<file path="config.mk">
export PLATFORM = sky130hd
export DESIGN_NAME = sonar_range_filter_bank_unit
export DESIGN_NICKNAME = d
export VERILOG_FILES = /design/src/design/srfb_pkg.sv /design/src/design/srfb_div.sv /design/src/design/sonar_range_filter_bank_unit.sv
export SDC_FILE = /design/constraint.sdc
export NUM_CORES = 2
export LEC_CHECK = 0
export ABC_AREA = 1
export BUFFER_PORTS_ARGS = -buffer_cell sky130_fd_sc_hd__buf_2
export CORE_MARGIN = 2
export CORE_UTILIZATION = 45
export CTS_CLUSTER_SIZE = 20
export DETAILED_ROUTE_END_ITERATION = 16
export GPL_TIMING_DRIVEN = 0
export PLACE_DENSITY = 0.58
export SYNTH_ARGS = -nofsm -noshare
export SYNTH_HDL_FRONTEND = slang
export SYNTH_SLANG_ARGS = --single-unit
</file>
<file path="constraint.sdc">
create_clock -name clk -period 8.6 [get_ports clk]
set_clock_uncertainty 0.2 [all_clocks]
set_input_delay 0.43 -clock clk [delete_from_list [all_inputs] [get_ports clk]]
set_output_delay 0.43 -clock clk [all_outputs]
set_load 0.01 [all_outputs]
</file>
<file path="src/design/srfb_pkg.sv">
// shared types and constants for the sonar range filter bank
package srfb_pkg;

  localparam int DIV_HI_W  = 33;
  localparam int DIV_LO_W  = 16;
  localparam int DIV_Q_W   = 17;
  localparam int DIV_CNT_W = 5;

  localparam logic [2:0] CFG_MODE    = 3'd0;
  localparam logic [2:0] CFG_MIN     = 3'd1;
  localparam logic [2:0] CFG_MAX     = 3'd2;
  localparam logic [2:0] CFG_EXP_A   = 3'd3;
  localparam logic [2:0] CFG_MM_A    = 3'd4;
  localparam logic [2:0] CFG_MIN_VAL = 3'd5;
  localparam logic [2:0] CFG_KAL_Q   = 3'd6;
  localparam logic [2:0] CFG_KAL_R   = 3'd7;

  localparam logic [1:0] MODE_AVG    = 2'd0;
  localparam logic [1:0] MODE_EXP    = 2'd1;
  localparam logic [1:0] MODE_MINMAX = 2'd2;
  localparam logic [1:0] MODE_KALMAN = 2'd3;

  typedef struct packed {
    logic                start;
    logic [DIV_HI_W-1:0] num_hi;
    logic [DIV_LO_W-1:0] num_lo;
    logic [DIV_HI_W-1:0] den;
  } div_req_t;

  typedef struct packed {
    logic               done;
    logic [DIV_Q_W-1:0] quo;
  } div_rsp_t;

endpackage

</file>
<file path="src/design/srfb_div.sv">
// restoring divider, one quotient bit per cycle, 17-bit quotient
module srfb_div (
  input  logic               clk,
  input  logic               rst_n,
  input  srfb_pkg::div_req_t req,
  output srfb_pkg::div_rsp_t rsp
);

  logic                                run_r;
  logic                                done_r;
  logic [srfb_pkg::DIV_CNT_W-1:0]      step_r;
  logic [srfb_pkg::DIV_HI_W:0]         rem_r;
  logic [srfb_pkg::DIV_HI_W-1:0]       den_r;
  logic [srfb_pkg::DIV_LO_W-1:0]       lo_r;
  logic [srfb_pkg::DIV_Q_W-1:0]        quo_r;
  logic                                ge;
  logic [srfb_pkg::DIV_HI_W:0]         keep;

  // the high part is below twice the divisor, so 17 steps cover the quotient
  assign ge   = rem_r >= {1'b0, den_r};
  assign keep = ge ? (rem_r - {1'b0, den_r}) : rem_r;

  always_ff @(posedge clk) begin
    if (!rst_n) begin
      run_r  <= 1'b0;
      done_r <= 1'b0;
    end else begin
      done_r <= 1'b0;
      if (run_r) begin
        quo_r <= {quo_r[srfb_pkg::DIV_Q_W-2:0], ge};
        if (step_r == '0) begin
          run_r  <= 1'b0;
          done_r <= 1'b1;
        end else begin
          rem_r  <= {keep[srfb_pkg::DIV_HI_W-1:0], lo_r[srfb_pkg::DIV_LO_W-1]};
          lo_r   <= {lo_r[srfb_pkg::DIV_LO_W-2:0], 1'b0};
          step_r <= step_r - 1'b1;
        end
      end else if (req.start) begin
        rem_r  <= {1'b0, req.num_hi};
        den_r  <= req.den;
        lo_r   <= req.num_lo;
        quo_r  <= '0;
        step_r <= srfb_pkg::DIV_CNT_W'(srfb_pkg::DIV_Q_W - 1);
        run_r  <= 1'b1;
      end
    end
  end

  assign rsp.done = done_r;
  assign rsp.quo  = quo_r;

endmodule

</file>
<file path="src/design/sonar_range_filter_bank_unit.sv">
// sonar range filter bank: per-side range filters over a shared multiplier and divider
// one word at a time; a repeated or not-upright sample goes straight to the result,
// exponential mode takes one mix, min-max two (one when out of range), kalman a divide
// plus two mixes, the moving average a ring read of one entry a cycle plus one divide
// next word is taken the cycle after a result posts; a stall only delays the next post
// synchronous active-low reset resets control, config and per-side state, not the ring
module sonar_range_filter_bank_unit #(
  parameter int RING_DEPTH = 8,
  parameter int TIMEOUT_MS = 130
) (
  input  logic        clk,
  input  logic        rst_n,
  input  logic        in_tvalid,
  output logic        in_tready,
  input  logic [47:0] in_tdata,   // upright, range_mm[13], time_ms[32], zero fill
  input  logic        in_tuser,   // side
  output logic        out_tvalid,
  input  logic        out_tready,
  output logic [39:0] out_tdata,  // updated, filtered_distance[17], validity[16],
                                  // estimate_valid, zero fill
  output logic        out_tuser,  // out_side
  input  logic        cfg_we,
  input  logic [2:0]  cfg_addr,
  input  logic [31:0] cfg_wdata
);

  localparam int IDX_W = (RING_DEPTH > 1) ? $clog2(RING_DEPTH) : 1;
  localparam int FW    = $clog2(RING_DEPTH + 1);
  localparam int AW    = $clog2(2 * RING_DEPTH);
  localparam int SUM_W = 13 + FW;
  localparam int NUM_W = SUM_W + 4;

  typedef enum logic [3:0] {
    ST_IDLE, ST_CHECK, ST_MA_WR, ST_MA_SUM, ST_MA_DIVD, ST_MA_WAITD,
    ST_KAL_DIV, ST_KAL_WAIT, ST_MIX0, ST_MIX1, ST_MIX2, ST_MIXD, ST_FINISH
  } state_t;

  typedef enum logic [2:0] {
    MX_EXP, MX_MMV, MX_MMD, MX_KEST, MX_KCOV
  } mix_sel_t;

  state_t   state_r;
  mix_sel_t mix_sel_r;

  // configuration
  logic [1:0]  mode_r;
  logic [12:0] min_r, max_r;
  logic [15:0] exp_a_r, mm_a_r, min_val_r;
  logic [31:0] kal_q_r, kal_r_r;

  // per-side state
  logic [IDX_W-1:0] head_r   [2];
  logic [FW-1:0]    fill_r   [2];
  logic [16:0]      exp_m_r  [2];
  logic [16:0]      mmd_r    [2];
  logic [15:0]      mmv_r    [2];
  logic [16:0]      kest_r   [2];
  logic [31:0]      kcov_r   [2];
  logic [12:0]      last_rng_r [2];
  logic [31:0]      last_tim_r [2];
  logic [16:0]      held_d_r [2];
  logic [15:0]      held_v_r [2];

  // current word
  logic        side_r, up_r, upd_r;
  logic [12:0] range_r;
  logic [31:0] time_r;

  // ring memory
  logic [13:0]   ring_mem [2*RING_DEPTH];
  logic [13:0]   rd_data_r;
  logic          rd_pend_r;
  logic [AW-1:0] base;
  logic [AW-1:0] ring_waddr, ring_raddr;
  logic          ring_we;
  logic [FW-1:0] idx_r, cnt_r;
  logic [SUM_W-1:0] sum_r;
  logic          issue;
  logic [NUM_W-1:0] ma_num;
  logic [16:0]   ma_v;

  // shared multiplier and accumulator
  logic [31:0] mx_x_r, mx_y_r;
  logic [16:0] mx_w_r;
  logic [31:0] mul_a;
  logic [16:0] mul_b;
  logic [48:0] prod_r;
  logic [49:0] acc_r;
  logic [33:0] mix_res;

  logic [15:0] tmp_v_r;
  logic [16:0] k_r;
  logic        ok;
  logic        is_new;
  logic [16:0] meas;
  logic [32:0] kal_den;
  logic [34:0] new_cov;

  srfb_pkg::div_req_t div_req;
  srfb_pkg::div_rsp_t div_rsp;

  srfb_div u_div (
    .clk   (clk),
    .rst_n (rst_n),
    .req   (div_req),
    .rsp   (div_rsp)
  );

  function automatic logic in_rng(input logic [16:0] d, input logic [12:0] lo,
                                  input logic [12:0] hi);
    in_rng = ({lo, 4'b0} <= d) && (d <= {hi, 4'b0});
  endfunction

  // fill fraction cnt * 65536 / depth, a small constant table
  function automatic logic [16:0] ma_val(input logic [FW-1:0] c);
    logic [16:0] v;
    v = '0;
    for (int i = 1; i <= RING_DEPTH; i++) begin
      if (c == FW'(i)) v = 17'((i * 65536) / RING_DEPTH);
    end
    return v;
  endfunction

  assign in_tready = (state_r == ST_IDLE);
  assign ok        = (range_r >= min_r) && (range_r <= max_r);
  assign meas      = {range_r, 4'b0};
  assign is_new    = (range_r != last_rng_r[side_r]) ||
                     ((time_r - last_tim_r[side_r]) >= 32'(TIMEOUT_MS));
  assign kal_den   = 33'(kcov_r[side_r]) + 33'(kal_r_r);
  assign mix_res   = acc_r[49:16];
  assign new_cov   = 35'(mix_res) + 35'(kal_q_r);

  assign base       = side_r ? AW'(RING_DEPTH) : '0;
  assign ring_waddr = base + AW'(head_r[side_r]);
  assign ring_raddr = base + AW'(idx_r[IDX_W-1:0]);
  assign ring_we    = (state_r == ST_MA_WR);
  assign issue      = (state_r == ST_MA_SUM) && (idx_r < fill_r[side_r]);
  assign ma_num     = {sum_r, 4'b0} + NUM_W'(cnt_r >> 1);
  assign ma_v       = ma_val(cnt_r);

  always_comb begin
    mul_a = (state_r == ST_MIX0) ? mx_x_r : mx_y_r;
    mul_b = (state_r == ST_MIX0) ? mx_w_r : 17'(17'd65536 - mx_w_r);
  end

  always_comb begin
    div_req = '0;
    case (state_r)
      ST_MA_DIVD: begin
        div_req.start  = (cnt_r != '0);
        div_req.num_hi = 33'(ma_num >> 16);
        div_req.num_lo = ma_num[15:0];
        div_req.den    = 33'(cnt_r);
      end
      ST_KAL_DIV: begin
        div_req.start  = (kal_den != '0);
        div_req.num_hi = 33'(kcov_r[side_r]);
        div_req.den    = kal_den;
      end
      default: ;
    endcase
  end

  always_ff @(posedge clk) begin
    if (ring_we) begin
      ring_mem[ring_waddr] <= {ok, range_r};
    end
    rd_data_r <= ring_mem[ring_raddr];
    prod_r    <= mul_a * mul_b;
  end

  always_ff @(posedge clk) begin
    if (!rst_n) begin
      state_r    <= ST_IDLE;
      out_tvalid <= 1'b0;
      rd_pend_r  <= 1'b0;
      mode_r     <= srfb_pkg::MODE_AVG;
      min_r      <= 13'd250;
      max_r      <= 13'd2500;
      exp_a_r    <= 16'd32768;
      mm_a_r     <= 16'd32768;
      min_val_r  <= 16'd32768;
      kal_q_r    <= 32'd65536;
      kal_r_r    <= 32'd65536;
      for (int s = 0; s < 2; s++) begin
        head_r[s]     <= '0;
        fill_r[s]     <= '0;
        exp_m_r[s]    <= '0;
        mmd_r[s]      <= '0;
        mmv_r[s]      <= '0;
        kest_r[s]     <= '0;
        kcov_r[s]     <= 32'd65536;
        last_rng_r[s] <= '0;
        last_tim_r[s] <= '0;
        held_d_r[s]   <= '0;
        held_v_r[s]   <= '0;
      end
    end else begin
      if (cfg_we) begin
        unique case (cfg_addr)
          srfb_pkg::CFG_MODE:    mode_r    <= cfg_wdata[1:0];
          srfb_pkg::CFG_MIN:     min_r     <= cfg_wdata[12:0];
          srfb_pkg::CFG_MAX:     max_r     <= cfg_wdata[12:0];
          srfb_pkg::CFG_EXP_A:   exp_a_r   <= cfg_wdata[15:0];
          srfb_pkg::CFG_MM_A:    mm_a_r    <= cfg_wdata[15:0];
          srfb_pkg::CFG_MIN_VAL: min_val_r <= cfg_wdata[15:0];
          srfb_pkg::CFG_KAL_Q:   kal_q_r   <= cfg_wdata;
          srfb_pkg::CFG_KAL_R:   kal_r_r   <= cfg_wdata;
          default: ;
        endcase
      end

      // the finish state posts the next word itself
      if (out_tvalid && out_tready && (state_r != ST_FINISH)) begin
        out_tvalid <= 1'b0;
      end
      rd_pend_r <= issue;

      unique case (state_r)
        ST_IDLE: begin
          if (in_tvalid) begin
            side_r  <= in_tuser;
            up_r    <= in_tdata[0];
            range_r <= in_tdata[13:1];
            time_r  <= in_tdata[45:14];
            state_r <= ST_CHECK;
          end
        end

        ST_CHECK: begin
          upd_r <= up_r && is_new;
          if (!up_r) begin
            for (int s = 0; s < 2; s++) begin
              head_r[s]  <= '0;
              fill_r[s]  <= '0;
              exp_m_r[s] <= '0;
              mmd_r[s]   <= '0;
              mmv_r[s]   <= '0;
            end
            state_r <= ST_FINISH;
          end else if (!is_new) begin
            state_r <= ST_FINISH;
          end else begin
            last_rng_r[side_r] <= range_r;
            last_tim_r[side_r] <= time_r;
            unique case (mode_r)
              srfb_pkg::MODE_AVG: state_r <= ST_MA_WR;
              srfb_pkg::MODE_EXP: begin
                mx_x_r    <= 32'(meas);
                mx_y_r    <= 32'(exp_m_r[side_r]);
                mx_w_r    <= 17'(exp_a_r);
                mix_sel_r <= MX_EXP;
                state_r   <= ST_MIX0;
              end
              srfb_pkg::MODE_MINMAX: begin
                mx_x_r    <= ok ? 32'd65536 : 32'd0;
                mx_y_r    <= 32'(mmv_r[side_r]);
                mx_w_r    <= 17'(mm_a_r);
                mix_sel_r <= MX_MMV;
                state_r   <= ST_MIX0;
              end
              default: state_r <= ST_KAL_DIV;
            endcase
          end
        end

        ST_MA_WR: begin
          head_r[side_r] <= (head_r[side_r] == IDX_W'(RING_DEPTH - 1)) ?
                            '0 : head_r[side_r] + 1'b1;
          if (fill_r[side_r] != FW'(RING_DEPTH)) begin
            fill_r[side_r] <= fill_r[side_r] + 1'b1;
          end
          idx_r   <= '0;
          sum_r   <= '0;
          cnt_r   <= '0;
          state_r <= ST_MA_SUM;
        end

        ST_MA_SUM: begin
          if (issue) begin
            idx_r <= idx_r + 1'b1;
          end
          if (rd_pend_r && rd_data_r[13]) begin
            sum_r <= sum_r + SUM_W'(rd_data_r[12:0]);
            cnt_r <= cnt_r + 1'b1;
          end
          if (!issue && !rd_pend_r) begin
            state_r <= ST_MA_DIVD;
          end
        end

        ST_MA_DIVD: begin
          if (cnt_r == '0) begin
            held_d_r[side_r] <= '0;
            held_v_r[side_r] <= '0;
            state_r          <= ST_FINISH;
          end else begin
            state_r <= ST_MA_WAITD;
          end
        end

        ST_MA_WAITD: begin
          if (div_rsp.done) begin
            held_d_r[side_r] <= div_rsp.quo;
            held_v_r[side_r] <= ma_v[16] ? 16'hFFFF : ma_v[15:0];
            state_r          <= ST_FINISH;
          end
        end

        ST_KAL_DIV: begin
          if (kal_den == '0) begin
            k_r       <= '0;
            mx_x_r    <= 32'(meas);
            mx_y_r    <= 32'(kest_r[side_r]);
            mx_w_r    <= '0;
            mix_sel_r <= MX_KEST;
            state_r   <= ST_MIX0;
          end else begin
            state_r <= ST_KAL_WAIT;
          end
        end

        ST_KAL_WAIT: begin
          if (div_rsp.done) begin
            k_r       <= div_rsp.quo;
            mx_x_r    <= 32'(meas);
            mx_y_r    <= 32'(kest_r[side_r]);
            mx_w_r    <= div_rsp.quo;
            mix_sel_r <= MX_KEST;
            state_r   <= ST_MIX0;
          end
        end

        ST_MIX0: state_r <= ST_MIX1;

        ST_MIX1: begin
          acc_r   <= 50'(prod_r) + 50'd32768;
          state_r <= ST_MIX2;
        end

        ST_MIX2: begin
          acc_r   <= acc_r + 50'(prod_r);
          state_r <= ST_MIXD;
        end

        ST_MIXD: begin
          unique case (mix_sel_r)
            MX_EXP: begin
              exp_m_r[side_r] <= mix_res[16:0];
              if (in_rng(mix_res[16:0], min_r, max_r)) begin
                held_d_r[side_r] <= mix_res[16:0];
                held_v_r[side_r] <= 16'hFFFF;
              end else begin
                held_d_r[side_r] <= '0;
                held_v_r[side_r] <= '0;
              end
              state_r <= ST_FINISH;
            end
            MX_MMV: begin
              // a validity of one saturates
              tmp_v_r       <= (mix_res > 34'd65535) ? 16'hFFFF : mix_res[15:0];
              mmv_r[side_r] <= (mix_res > 34'd65535) ? 16'hFFFF : mix_res[15:0];
              if (ok) begin
                mx_x_r    <= 32'(meas);
                mx_y_r    <= 32'(mmd_r[side_r]);
                mix_sel_r <= MX_MMD;
                state_r   <= ST_MIX0;
              end else begin
                held_d_r[side_r] <= '0;
                held_v_r[side_r] <= '0;
                state_r          <= ST_FINISH;
              end
            end
            MX_MMD: begin
              mmd_r[side_r]    <= mix_res[16:0];
              held_d_r[side_r] <= mix_res[16:0];
              held_v_r[side_r] <= tmp_v_r;
              state_r          <= ST_FINISH;
            end
            MX_KEST: begin
              kest_r[side_r] <= mix_res[16:0];
              // covariance update: zero new-sample term, old covariance by 1-k
              mx_x_r    <= '0;
              mx_y_r    <= kcov_r[side_r];
              mx_w_r    <= k_r;
              mix_sel_r <= MX_KCOV;
              state_r   <= ST_MIX0;
            end
            default: begin
              kcov_r[side_r] <= (new_cov > 35'h0FFFFFFFF) ? 32'hFFFFFFFF : new_cov[31:0];
              if (in_rng(kest_r[side_r], min_r, max_r)) begin
                held_d_r[side_r] <= kest_r[side_r];
                held_v_r[side_r] <= 16'hFFFF;
              end else begin
                held_d_r[side_r] <= '0;
                held_v_r[side_r] <= '0;
              end
              state_r <= ST_FINISH;
            end
          endcase
        end

        ST_FINISH: begin
          if (!out_tvalid || out_tready) begin
            out_tvalid <= 1'b1;
            out_tuser  <= side_r;
            out_tdata  <= {5'b0,
                           up_r && (held_v_r[side_r] >= min_val_r) &&
                             in_rng(held_d_r[side_r], min_r, max_r),
                           held_v_r[side_r], held_d_r[side_r], upd_r};
            state_r    <= ST_IDLE;
          end
        end

        default: state_r <= ST_IDLE;
      endcase
    end
  end

endmodule

</file>
# == Yosys cells after proc, flatten, opt, wreduce, memory -nomap -nowiden ==
# Memory sizes are Yosys's and may differ from the RTL's. A register that Yosys moved wholly into a read port is not among the register bits.
# Cells that the tools add are included.
# word_totals
regBits,578
ram_bits,592
inputBits,89
wordCells,451
n_memories,12
# memory_table
memory,depth,word_bits,rd,rd_ports_with_merged_regs,write_ports,line,source
ring_mem,16,14,1,1,1,sonar_range_filter_bank_unit.sv:70,logic [13:0] ring_mem [2*RING_DEPTH];
kcov_r,2,32,1,1,2,sonar_range_filter_bank_unit.sv:58,logic [31:0] kcov_r [2];
last_tim_r,2,32,1,1,2,sonar_range_filter_bank_unit.sv:60,logic [31:0] last_tim_r [2];
exp_m_r,2,17,1,1,2,sonar_range_filter_bank_unit.sv:54,logic [16:0] exp_m_r [2];
held_d_r,2,17,1,1,2,sonar_range_filter_bank_unit.sv:61,logic [16:0] held_d_r [2];
kest_r,2,17,1,1,2,sonar_range_filter_bank_unit.sv:57,logic [16:0] kest_r [2];
+6 memories,-,-,-,-,-,-,
# op_classes
n_addsub,16
multipliers,1
magnitude_cmp,14
n_eq_ne,51
mux,229
bitwise,25
reduce_logical,67
# ops
operator,count
2-to-1 mux 17 bit,30
2-to-1 mux 32 bit,14
2-to-1 mux 16 bit,17
one-hot mux 32 bit (2 select lines),4
one-hot mux 32 bit (4 select lines),2
2-to-1 mux 1 bit,111
less-or-equal comparator 17 bit,6
2-to-1 mux 34 bit,3
one-hot mux 17 bit (2 select lines),3
one-hot mux 50 bit (2 select lines),1
one-hot mux 17 bit (4 select lines),1
one-hot mux 34 bit (2 select lines),1
OR reduction 17 bit,4
one-hot mux 33 bit (2 select lines),1
OR reduction 32 bit,2
2-to-1 mux 4 bit,15
one-hot mux 4 bit (13 select lines),1
adder 49 x 16 -> 50 bit (second input constant),1
adder 50 x 49 -> 50 bit,1
multiplier 32 x 17 -> 49 bit,1
adder 34 x 32 -> 35 bit,1
greater-than comparator 35 x 32 -> 1 bit (second input constant),1
greater-or-equal comparator 34 x 33 -> 1 bit,1
greater-than comparator 34 x 16 -> 1 bit (second input constant),1
63 further kinds,180

# == Logic depth before layout (Yosys ltp) ==
# logic_depth
word_depth,18
ltp_mapped,38

# == Cells and area by module ==
# Synthesis repeated with hierarchy kept, for this count alone.
# hier_totals
hier_cells,9703
hier_area_um2,81259.2
# modules_own_cells
mod,n_inst,cells_each,area_each_um2,seq_area_each_um2
sonar_range_filter_bank_unit,1,8703,73885.9,29698.5
srfb_div,1,1000,7373.3,3193.1

# == Least setup slack after synthesis ==
# OpenSTA, ideal clock, no wires.
# synth_path
path_type,flip-flop to flip-flop
start,reg mx_w_r[0]
end,reg prod_r[39]
arrival_ns,7.114
required_ns,8.273
setup_slack_ns,1.159
path_stages_with_launch,33
n_path_buf,2
cell_sequence,edfxtp_1 > clkbuf_1 > inv_1 > ha_1 > nand2_1 > nor3_1 > inv_1 > nor2_1 > nand2_1 > o31ai_1 > nand2_1 > nand2_1 > clkbuf_1 > nand2_1 > fa_1 > inv_1 > fa_1 > fa_1 > fa_1 > fa_1 > inv_1 > fa_1 > inv_1 > ha_1 > a21oi_1 > inv_1 > a31oi_1 > o21ai_1 > a21boi_0 > o21ai_0 > a21boi_1 > o21ai_0 > xor2_1
# synth_via
elab_chain_len,3
# synth_lines
element,line,source
start: declaration,sonar_range_filter_bank_unit.sv:84,logic [16:0] mx_w_r;
start signal: assignment,sonar_range_filter_bank_unit.sv:251,mx_w_r <= 17'(exp_a_r);
start signal: assignment,sonar_range_filter_bank_unit.sv:258,mx_w_r <= 17'(mm_a_r);
start signal: assignment,sonar_range_filter_bank_unit.sv:328,mx_w_r <= div_rsp.quo;
subtractor 17 bit,sonar_range_filter_bank_unit.sv:143,mul_b = (state_r == ST_MIX0) ? mx_w_r : 17'(17'd65536 - mx_w_r);
2-to-1 mux 17 bit (*),sonar_range_filter_bank_unit.sv:143,
multiplier 32 x 17 -> 49 bit (*),sonar_range_filter_bank_unit.sv:169,prod_r <= mul_a * mul_b;
end signal: assignment,sonar_range_filter_bank_unit.sv:169,
end: declaration,sonar_range_filter_bank_unit.sv:87,logic [48:0] prod_r;
# Mark *: on every way between the ends. The rest lies on a longest branch, timed or not.
# A chain may end at the register's enable or synchronous reset.

# == Worst setup path in the final report ==
# layout_path
start,reg state_r[0]
end,reg prod_r[46]
# layout_via
elab_chain_len,3
# layout_lines
element,line,source
start: declaration,sonar_range_filter_bank_unit.sv:42,state_t state_r;
start signal: assignment,sonar_range_filter_bank_unit.sv:174,state_r <= ST_IDLE;
start signal: assignment,sonar_range_filter_bank_unit.sv:226,state_r <= ST_CHECK;
start signal: assignment,sonar_range_filter_bank_unit.sv:240,state_r <= ST_FINISH;
== test 4 bit (*),"sonar_range_filter_bank_unit.sv:142, sonar_range_filter_bank_unit.sv:143",
2-to-1 mux 32 bit or 2-to-1 mux 17 bit (tied branches),"sonar_range_filter_bank_unit.sv:142, sonar_range_filter_bank_unit.sv:143",
multiplier 32 x 17 -> 49 bit (*),sonar_range_filter_bank_unit.sv:169,
# Marked as above.

==> out/qor.txt <==
outcome: finished, final reports clean
Cell variety after synth: 73
CTS tree: built
routed len/inst: 22.4 um
Primary FF master, synth: edfxtp_1
Die H: 427 um
CP Max Fanout: 10
HP Class: input port to register
# rows: 155
YS warnings: 0
Relative slew margins: 1.57%
First DRT Iteration DRCs: 6,485
Global Route Usage Sum: 29.8%
I/O Pins: 132
vias in the first global route: 64,518
fraction of registers with async set/reset: 0%
share of cells above drive strength 1: 7.14%
commonest cells after routing, fill and taps aside: nand2_1, inv_1, nor2_1
NumNets Final: 10,733
CP max stage cell: fa_1
initial antenna violation count: 14
wire length of the first global-routing pass: 404 mm
EDFF count, synth: 954
sequential area share after synthesis: 40.9%
fmax: 121 MHz
DR vias/cell: 5.46
Port Buf Inserts: 122
# setup viols final: 0
DRT Pass-1 Iters: 8
Worst setup SP type: register
area grow syn2layout: 12.6%
Worst Path Required: 9.06 ns
fin. max-slew vios: 0
crit end category: register
syn_area_per_cell: 8.62 um^2
post-synthesis instance area: 80,500 um^2
GRT Residual Overflow: 0
Yosys reg bits: 1,166
WL final: 274 mm
die width: 427 um
CP Class: register to register
# DRC: 0
Most Crowded Layer GR: met2
core footprint: 178,000 um^2
Skew-Pair Late Insertion Delay: 0.81 ns
Max stage delay on crit path: 0.56 ns
GR Layer Usage met2: 45.9%
period utilization: 96.5%
cts bufs inserted: 135
Max-Cap Viols: 0
largest net degree at the start of global routing: 34
worst slew pin tran: 1.48 ns
via count: 66,642
Final Hold Violating Endpoints: 0
Routed Antenna Nets: 0
critical path arrival: 8.75 ns
Post-DP HPWL: 216 mm
deepest clock path buffer count: 3
die area: 182,000 um^2
met1 Use GR: 41.9%
Final TNS setup: 0 ns
Crit path top cell by count: inv_1
root buffer cell: clkbuf_16
Post-Route Utilization: 50.9%
most common cell after layout, fill and taps aside: nand2_1
worst hold slack: 0.0969 ns
RePlAce Congestion: 0.979
Initial Util: 45.2%
Synth Instances: 9,343
htree depth: 4
met3 usage: 5.51%
clock-pin slew on the worst setup and hold paths: 0.06 ns
clock sink count: 1,166
min Tclk post-route: 8.30 ns
cells in the mapped netlist (17+ instances only):
cell type,number,share of area (%)
nor2_1,1195,5.6
a21oi_1,477,3.0
o211ai_1,81,0.76
xor2_1,104,1.1
nor2_2,48,0.37
a21o_1,17,0.16
ha_1,454,7.1
or2_2,72,0.56
clkbuf_1,233,1.1
inv_1,1582,7.4
o21bai_1,23,0.21
nand4_1,97,0.75
nand3_1,189,1.2
o22ai_1,22,0.17
o21ai_0,554,3.4
o2111ai_1,21,0.23
nor4_1,34,0.26
dfxtp_1,212,5.3
fa_1,455,11
buf_2,31,0.19
buf_1,25,0.12
nor3_1,53,0.33
mux2i_1,89,1.1
edfxtp_1,954,36
xnor2_1,92,1.0
nand2_1,1925,9.0
a31oi_1,53,0.41
o221ai_1,20,0.22
o21ai_1,35,0.22
o21a_1,31,0.29
nand3b_1,19,0.18
sequential cells by signal, indices dropped and copies added (netlist names), 26 cells and up, named ones only:
| signal | count |
|---|---|
| ring_mem | 224 |
| kcov_r | 64 |
| last_tim_r | 64 |
| acc_r | 50 |
| prod_r | 49 |
| out_tdata | 35 |
| exp_m_r | 34 |
| held_d_r | 34 |
| kest_r | 34 |
| mmd_r | 34 |
| u_div.rem_r | 34 |
| u_div.den_r | 33 |
| held_v_r | 32 |
| kal_q_r | 32 |
| kal_r_r | 32 |
| mmv_r | 32 |
| mx_y_r | 32 |
| time_r | 32 |
| last_rng_r | 26 |
final cells by class:
| cell class | count | area [um^2] |
|---|---|---|
| fill | 17008 | 87400 |
| multi-input combinational | 6280 | 40800 |
| sequential | 1166 | 32900 |
| inverter | 1597 | 6020 |
| clock buffer | 197 | 3850 |
| tap | 2355 | 2950 |
| timing repair buffer | 254 | 2030 |
| buffer | 301 | 1400 |
| clock inverter | 55 | 761 |
| antenna | 3 | 7.51 |
worst max-delay path, delay by kind of cell, from the launching register on:
family | cells | cell delay (ns)
AOI/OAI and AO/OA | 5 | 1.06
DFF | 1 | 0.47
adders and majority gates | 7 | 3.52
xor gates and xnor gates | 1 | 0.18
buffers and inverters | 12 | 1.83
and+or+nand+nor | 6 | 0.89
routing by layer:
layer  part of all wire [%]  routed length [um]
met1                     43              118000
met2                     44              121000
met3                    8.5               23400
met4                    4.0               11000
met5                  0.014                  37
cells by family after synthesis:
family	share of synthesized area [%]
AO/OA/AOI/OAI	9.97
XOR/XNOR	2.15
adder cells (fa/ha/maj)	18.4
buffers and inverters	9.02
flip-flops	40.9
multiplexers	1.11
other	0.00466
AND/OR/NAND/NOR	18.5
final timing paths:
path | startpoint | end | slack [ns] | depth (start not counted)
worst max register to register | state_r[0]$_SDFFE_PN0P_ | prod_r[46]$_DFF_P_ | 0.30 | 31
worst min register to register | upd_r$_DFFE_PP_ | out_tdata[0]$_DFFE_PP_ | 0.25 | 0
worst min-delay path | cfg_addr[2] | mode_r[0]$_SDFFE_PN0P_ | 0.1 | 6
worst max-delay path | state_r[0]$_SDFFE_PN0P_ | prod_r[46]$_DFF_P_ | 0.30 | 31
repair_timing:
action	CTS	global route
pin swaps	11	4
hold endpoints to repair	195	0
resized for setup	83	127
buffers inserted	13	14
setup endpoints to repair	76	100
hold buffers	84	0
gates cloned	0	0
stage by stage:
step	setup slack, ns	instances	cell area, um^2
after detailed placement	-1.08	11844	84500
after CTS	0.00523	12192	90300
after global placement	-2.04	11824	84100
final	0.302	12208	90700
after global routing	-0.0138	12207	90700
after floorplan	1.16	9347	80500
Power is left out: the tool's default activity adds up to more than one toggle a clock period on the data nets, which glitch-free logic cannot reach.
